## src/rtl/lhs_pkg.sv

```systemverilog
// Package for the latency histogram statistics unit.
// Holds the request/result types, controller-datapath command types and the
// fixed bucket boundary table; no dependencies.
`default_nettype none
package lhs_pkg;

    localparam int NUM_BUCKETS = 109;
    localparam int IDX_W       = 7;
    localparam int VAL_W       = 64;
    localparam int BP_W        = 14;
    localparam int FRAC_OUT_W  = 8;
    localparam int THR_W       = VAL_W + BP_W;   // count * basis points
    localparam int PROD_W      = THR_W + VAL_W;  // interpolation numerator
    localparam int REM_W       = THR_W + 1;
    localparam int STEP_W      = 8;
    localparam int MODE_W      = 2;

    localparam logic [BP_W-1:0]  SCALE    = 14'd10000;
    localparam logic [IDX_W-1:0] LAST_IDX = IDX_W'(NUM_BUCKETS - 1);

    localparam logic [MODE_W-1:0] MODE_ADD   = 2'd0;
    localparam logic [MODE_W-1:0] MODE_CLEAR = 2'd1;
    localparam logic [MODE_W-1:0] MODE_QUERY = 2'd2;

    typedef struct packed {
        logic [MODE_W-1:0] mode;
        logic [VAL_W-1:0]  sample;
        logic [BP_W-1:0]   percent_bp;
    } req_t;

    typedef struct packed {
        logic [IDX_W-1:0]      bucket_hit;
        logic [VAL_W-1:0]      minimum;
        logic [VAL_W-1:0]      maximum;
        logic [VAL_W-1:0]      sample_count;
        logic [VAL_W-1:0]      sample_sum;
        logic [VAL_W-1:0]      square_sum;
        logic [VAL_W-1:0]      pct_whole;
        logic [FRAC_OUT_W-1:0] pct_fraction;
        logic [VAL_W-1:0]      mean_whole;
        logic [FRAC_OUT_W-1:0] mean_fraction;
    } res_t;

    typedef enum logic [4:0] {
        OP_NONE, OP_LOAD, OP_SQ_LO, OP_SQ_MID, OP_SEARCH, OP_ADD_RD, OP_ADD_WR,
        OP_CLEAR, OP_Q_INIT, OP_Q_RD, OP_Q_ACC, OP_Q_CMP, OP_Q_DIFF, OP_Q_MUL,
        OP_Q_DEN, OP_DIV, OP_Q_FIN, OP_Q_CLAMP, OP_M_INIT, OP_M_FIN
    } dp_op_t;

    typedef struct packed {
        dp_op_t op;
        logic   out_load;
    } cmd_t;

    typedef struct packed {
        logic srch_done;
        logic found;
        logic k_zero;
        logic last_bucket;
        logic step_last;
        logic count_zero;
    } status_t;

    typedef logic [VAL_W-1:0] bound_arr_t [NUM_BUCKETS];

    // Build the boundary table: running value times 1.5 in double precision,
    // each entry cut to its two leading decimal digits (three when those read 100 to 109).
    function automatic bound_arr_t build_bounds();
        bound_arr_t b;
        logic [VAL_W-1:0] m, p, low, half, v, pw;
        int e, n, s;
        bit stop;
        m = 64'd1 << 52;
        e = -51;
        n = 2;
        stop = 1'b0;
        for (int i = 0; i < NUM_BUCKETS; i++)
            b[i] = '0;
        b[0] = 64'd1;
        b[1] = 64'd2;
        for (int it = 0; it < NUM_BUCKETS; it++)
        begin
            if (!stop && n < NUM_BUCKETS)
            begin
                p = m * 64'd3;
                s = (p >= (64'd1 << 54)) ? 2 : 1;
                low = p & ((64'd1 << s) - 64'd1);
                half = 64'd1 << (s - 1);
                p = p >> s;
                if (low > half || (low == half && p[0]))
                    p = p + 64'd1;
                e = e - 1 + s;
                if (p == (64'd1 << 53))
                begin
                    p = p >> 1;
                    e = e + 1;
                end
                m = p;
                if (e > 11)
                    stop = 1'b1;
                else
                begin
                    v = (e >= 0) ? (m << e) : (m >> (-e));
                    pw = 64'd1;
                    for (int j = 0; j < 24; j++)
                    begin
                        if (v / 64'd10 > 64'd10)
                        begin
                            v = v / 64'd10;
                            pw = pw * 64'd10;
                        end
                    end
                    b[n] = v * pw;
                    n = n + 1;
                end
            end
        end
        for (int i = 2; i < NUM_BUCKETS; i++)
            if (i >= n)
                b[i] = b[i-1];
        return b;
    endfunction

    localparam bound_arr_t BOUNDS = build_bounds();
    localparam logic [VAL_W-1:0] BOUND_TOP = BOUNDS[NUM_BUCKETS-1];

    // Scale a 64-bit count by 10000.
    function automatic logic [THR_W-1:0] mul_scale(input logic [VAL_W-1:0] x);
        return THR_W'(x) * THR_W'(SCALE);
    endfunction

endpackage
`default_nettype wire

```

## src/rtl/lhs_ctrl.sv

```systemverilog
// Sequencer for the latency histogram statistics unit.
// Depends on lhs_pkg for the command and status types.
`default_nettype none
module lhs_ctrl (
    input  wire logic                         clk,
    input  wire logic                         rst_n,
    input  wire logic                         req_fire,
    input  wire logic [lhs_pkg::MODE_W-1:0]   req_mode,
    input  wire logic                         out_free,
    input  wire lhs_pkg::status_t             status,
    output logic                              idle,
    output lhs_pkg::cmd_t                     cmd
);

    typedef enum logic [20:0] {
        S_IDLE    = 21'h000001,
        S_SQ_LO   = 21'h000002,
        S_SQ_MID  = 21'h000004,
        S_SEARCH  = 21'h000008,
        S_ADD_RD  = 21'h000010,
        S_ADD_WR  = 21'h000020,
        S_CLEAR   = 21'h000040,
        S_Q_INIT  = 21'h000080,
        S_Q_RD    = 21'h000100,
        S_Q_ACC   = 21'h000200,
        S_Q_CMP   = 21'h000400,
        S_Q_DIFF  = 21'h000800,
        S_Q_MUL   = 21'h001000,
        S_Q_DEN   = 21'h002000,
        S_DIV_P   = 21'h004000,
        S_Q_FIN   = 21'h008000,
        S_Q_CLAMP = 21'h010000,
        S_M_INIT  = 21'h020000,
        S_DIV_M   = 21'h040000,
        S_M_FIN   = 21'h080000,
        S_DONE    = 21'h100000
    } state_t;

    state_t state_reg, state_next;

    // Advance the sequence and issue one datapath op per state
    always_comb
    begin
        state_next   = state_reg;
        cmd.op       = lhs_pkg::OP_NONE;
        cmd.out_load = 1'b0;
        case (state_reg)
            S_IDLE:
            begin
                if (req_fire)
                begin
                    cmd.op = lhs_pkg::OP_LOAD;
                    case (req_mode)
                        lhs_pkg::MODE_ADD:   state_next = S_SQ_LO;
                        lhs_pkg::MODE_CLEAR: state_next = S_CLEAR;
                        lhs_pkg::MODE_QUERY: state_next = S_Q_INIT;
                        default:             state_next = S_DONE;
                    endcase
                end
            end
            S_SQ_LO:
            begin
                cmd.op = lhs_pkg::OP_SQ_LO;
                state_next = S_SQ_MID;
            end
            S_SQ_MID:
            begin
                cmd.op = lhs_pkg::OP_SQ_MID;
                state_next = S_SEARCH;
            end
            S_SEARCH:
            begin
                cmd.op = lhs_pkg::OP_SEARCH;
                if (status.srch_done)
                    state_next = S_ADD_RD;
            end
            S_ADD_RD:
            begin
                cmd.op = lhs_pkg::OP_ADD_RD;
                state_next = S_ADD_WR;
            end
            S_ADD_WR:
            begin
                cmd.op = lhs_pkg::OP_ADD_WR;
                state_next = S_DONE;
            end
            S_CLEAR:
            begin
                cmd.op = lhs_pkg::OP_CLEAR;
                state_next = S_DONE;
            end
            S_Q_INIT:
            begin
                cmd.op = lhs_pkg::OP_Q_INIT;
                state_next = S_Q_RD;
            end
            S_Q_RD:
            begin
                cmd.op = lhs_pkg::OP_Q_RD;
                state_next = S_Q_ACC;
            end
            S_Q_ACC:
            begin
                cmd.op = lhs_pkg::OP_Q_ACC;
                state_next = S_Q_CMP;
            end
            S_Q_CMP:
            begin
                cmd.op = lhs_pkg::OP_Q_CMP;
                if (status.found && status.k_zero)
                    state_next = S_Q_CLAMP;
                else if (status.found)
                    state_next = S_Q_DIFF;
                else if (status.last_bucket)
                    state_next = S_M_INIT;
                else
                    state_next = S_Q_RD;
            end
            S_Q_DIFF:
            begin
                cmd.op = lhs_pkg::OP_Q_DIFF;
                state_next = S_Q_MUL;
            end
            S_Q_MUL:
            begin
                cmd.op = lhs_pkg::OP_Q_MUL;
                if (status.step_last)
                    state_next = S_Q_DEN;
            end
            S_Q_DEN:
            begin
                cmd.op = lhs_pkg::OP_Q_DEN;
                state_next = S_DIV_P;
            end
            S_DIV_P:
            begin
                cmd.op = lhs_pkg::OP_DIV;
                if (status.step_last)
                    state_next = S_Q_FIN;
            end
            S_Q_FIN:
            begin
                cmd.op = lhs_pkg::OP_Q_FIN;
                state_next = S_Q_CLAMP;
            end
            S_Q_CLAMP:
            begin
                cmd.op = lhs_pkg::OP_Q_CLAMP;
                state_next = S_M_INIT;
            end
            S_M_INIT:
            begin
                cmd.op = lhs_pkg::OP_M_INIT;
                state_next = status.count_zero ? S_DONE : S_DIV_M;
            end
            S_DIV_M:
            begin
                cmd.op = lhs_pkg::OP_DIV;
                if (status.step_last)
                    state_next = S_M_FIN;
            end
            S_M_FIN:
            begin
                cmd.op = lhs_pkg::OP_M_FIN;
                state_next = S_DONE;
            end
            S_DONE:
            begin
                if (out_free)
                begin
                    cmd.out_load = 1'b1;
                    state_next = S_IDLE;
                end
            end
            default: state_next = S_IDLE;
        endcase
    end

    // Hold state
    always_ff @(posedge clk or negedge rst_n)
    begin
        if (!rst_n)
            state_reg <= S_IDLE;
        else
            state_reg <= state_next;
    end

    assign idle = (state_reg == S_IDLE);

endmodule
`default_nettype wire

```

## config.mk

```make
export PLATFORM = sky130hd
export DESIGN_NAME = lhs_ctrl
export DESIGN_NICKNAME = d
export VERILOG_FILES = /design/src/rtl/lhs_pkg.sv /design/src/rtl/lhs_ctrl.sv
export SDC_FILE = /design/constraint.sdc
export NUM_CORES = 1
export LEC_CHECK = 0
export ABC_AREA = 1
export CAP_MARGIN = 20
export CORE_MARGIN = 3
export CORE_UTILIZATION = 45
export DETAILED_ROUTE_END_ITERATION = 8
export DONT_BUFFER_PORTS = 1
export PLACE_DENSITY_LB_ADDON = 0.1
export SLEW_MARGIN = 25
export SYNTH_ARGS = -nofsm -noshare
export SYNTH_HDL_FRONTEND = slang
export SYNTH_SLANG_ARGS = --single-unit
```

## constraint.sdc

```tcl
create_clock -name clk -period 3.8 [get_ports clk]
set_input_delay 0.76 -clock clk [delete_from_list [all_inputs] [get_ports clk]]
set_output_delay 0.76 -clock clk [all_outputs]
set_load 0.05 [all_outputs]
```

==> results.md <==
* NetSw at 0.558 mW
* Area of the die at roughly 4200 um2
* Crit-path cells: nor2_1, nand2_1, nor2_2, nand2_4, nor2_8, nand2_1, nand4_1
* Data arrival, critical path at about 2.3 ns
* Average cell area after synthesis at ~7 um2
* Final slew viol count at 0
* FMAX at ~0.32 GHz
* Sequential power share at around a quarter
* Post-layout nets at ~230
* Internal at approximately 0.46 mW
* Tightest Pin Transition at just under 0.9 ns
* CP bufs+invs at 0
* Slowest CP cell: nor2_2
* Hold Path Class: in2async
* Final instance area at roughly 1600 um2
* Hold Slack at between 0.1 and 0.15 ns
* First drt pass iteration count at 4
* First-pass GRT wire length at 6030 um
* Comb pwr share at between 60% and 70%
* Worst Setup Start Kind: register
* Largest net degree at the start of global routing at 22
* Port-buffer cells at 0
* Syn Inst Count at ~220
* Share of the synthesized area in the top cell type at 32.5%
* Reg2Reg Launch Point: state_reg[19]$_DFFE_PN0P_
* Vias in the first global route at roughly 1300
* Number of DRC markers in iteration 0 at 80
* Post-Route Setup TNS at 0 ns
* Post-Syn Area at 1540 um2
* WP data required at roughly 3.0 ns
* Post-route ant nets at 0
* Synth top area cells: dfrtp_1 (32%), nor2_1 (9.7%), nand2_1 (8.5%)
* Max Cap Viol at 0
* FF+latch count, synth at 21
* Crit share post-route at 81.1%
* Post-route DRC at 0
* HPWL Detailed at 2730 um
* Worst-Skew Late Latency at 0.31 ns
* I/O pins at 19
* Die Span X at roughly 65 um
* WS Path Type: reg2out
* Num Clock Sinks at 21
* Syn_nets at 230
* CP top delay family: simple AND/OR/NAND/NOR gates
* Diode count at 0
* Postcts setup bufs at 0
* Initial Utilization at between 40% and 50%
* Worst path max stage delay at about 0.43 ns
* Via density at 4.98
* VDD IR max at a little over 0.4 mV
* Number of H-tree levels at 1
* CTS resizes at 0
* Total GRT Usage at 18.4%
* Clock buffer count from CTS at 3
* Clock Path Buffers at 2
* Yosys warning total at 0
* Core area at between 3000 and 4000 um2
* Post-synthesis cell type count at 25
* Max reg flops at 21
* Post-synthesis sequential area ratio at between 30 and 40%
* Yosys top cell by area: dfrtp_1
* Clock group share of total power at a little over a tenth
* Layout cells sized above 1 at 20.4%
* Minimum clock period at 3.08 ns
* Path depth of the worst reg2reg path at 10
* Worst-path clk slew at 0.12 ns
* Hold Fails Final Rpt at 0
* Placer Congestion at 0.860
* CTS tree: yes
* Clk root buf: clkbuf_4
* # rows at 20
* Leak at about 0.90 nW
* Power per standard cell area at between 600 and 700 nW/um2
* CTS Hold Buffers Added at 0
* Relative slew slack at around two fifths
* Vias at approximately 1300
* Reg2Reg Setup Slack at roughly 1.7 ns
* GRT overflow at 0
* Area delta synth->final at 4.55%
* Chip height at about 65 um
* Total Wirelength at between 3000 and 4000 um
* Worst R2R End: state_reg[0]$_DFFE_PN1P_
* Status: completed
* Sw Ratio at 54.8%
* Clk_skew at around 0.0068 ns
* Area after DPL at 1580 um2
* Most used cell, CP: nand2_1
* Routed length per instance at around 13 um
* Crit-path max FO at 11
* Crit path capture type: output pin
* RSZ-0062 raised after global routing: false
* Initial antenna violation count at 0
* Final setup violation count at 0
-- cells by family (layout without fill, tap and decap cells) --
group	Yosys count	in the layout	share of synthesized area, %
flops	21	21	34.2
simple gates	145	145	50.1
buf+inv	40	43	10.7
compound gates	12	12	4.96
-- power groups by stage --
| stage | clock [mW] | sequential (mW) | combinational (mW) |
|---|---|---|---|
| finish | 0.109 | 0.271 | 0.638 |
| global route | 0.124 | 0.275 | 0.706 |
| CTS | 0.113 | 0.271 | 0.641 |
| detailed placement | 0 | 0.275 | 0.640 |
| global placement | 0 | 0.275 | 0.628 |
| floorplan | 0 | 0.271 | 0.564 |
-- how the worst max path moves through the flow --
stage | start | endpoint | slack, ns | cells after the start
after floorplan | state_reg[13]$_DFFE_PN0P_ | cmd[0] | 1.35 | 7
after global placement | state_reg[19]$_DFFE_PN0P_ | cmd[1] | 1.09 | 7
after detailed placement | state_reg[19]$_DFFE_PN0P_ | cmd[1] | 1.06 | 7
after CTS | state_reg[19]$_DFFE_PN0P_ | cmd[1] | 0.70 | 7
after global routing | state_reg[16]$_DFFE_PN0P_ | cmd[1] | 0.56 | 7
final | state_reg[19]$_DFFE_PN0P_ | cmd[1] | 0.72 | 7
-- worst reg2reg max path, stage by stage (launching register included) --
cell,delay [ns]
dfrtp_1,0.42
nor2_1,0.11
nand2_1,0.08
nor2_2,0.43
nand2_2,0.17
nor2_1,0.15
nor2_1,0.07
nand2_1,0.39
nor2_1,0.13
nand3_2,0.10
nand2_1,0.05
-- metal layers --
| metal | part of all wire [%] | track usage [%] | up-vias |
|---|---|---|---|
| met4 | 0.90 | 6.07 | 0 |
| met5 | 0 | 0 | - |
| met1 | 46 | 24.6 | 589 |
| li1 | - | - | 688 |
| met2 | 46 | 29.3 | 40 |
| met3 | 7.2 | 4.16 | 4 |
-- placed cells by master (no fill, tap or decap), types with 4 or more instances in the layout --
master and n:
nor2_1 40, nand2_1 35, inv_1 34, nand3_1 26, dfrtp_1 20, nor2_2 16, nor3_1 7, o21ai_0 6
nand2_2 4, nand2_4 4, nand4_1 4
-- area by class of cell --
class,instances,area [um2]
fill,316,1540
multi-input combinational,157,848
sequential,21,527
inverter,39,154
tap,44,55.1
clock buffer,4,26.3
-- cell usage after synthesis (all sizes together) --
| master | count |
|---|---|
| a21oi | 1 |
| buf | 1 |
| clkinv | 1 |
| dfrtp | 20 |
| dfstp | 1 |
| inv | 38 |
| nand2 | 43 |
| nand3 | 30 |
| nand3b | 1 |
| nand4 | 4 |
| nor2 | 60 |
| nor3 | 7 |
| o211ai | 1 |
| o21ai | 9 |
| o31ai | 1 |
-- through the flow --
stage	cells	utilization, %	power [mW]	setup slack (ns)
floorplan	218	-	0.834	1.35
global placement	261	50.2	0.902	1.09
detailed placement	261	50.2	0.915	1.06
CTS	265	51.1	1.03	0.699
global route	265	51.1	1.11	0.560
finish	265	51.1	1.02	0.717
Power figures use the tool's default switching activity.
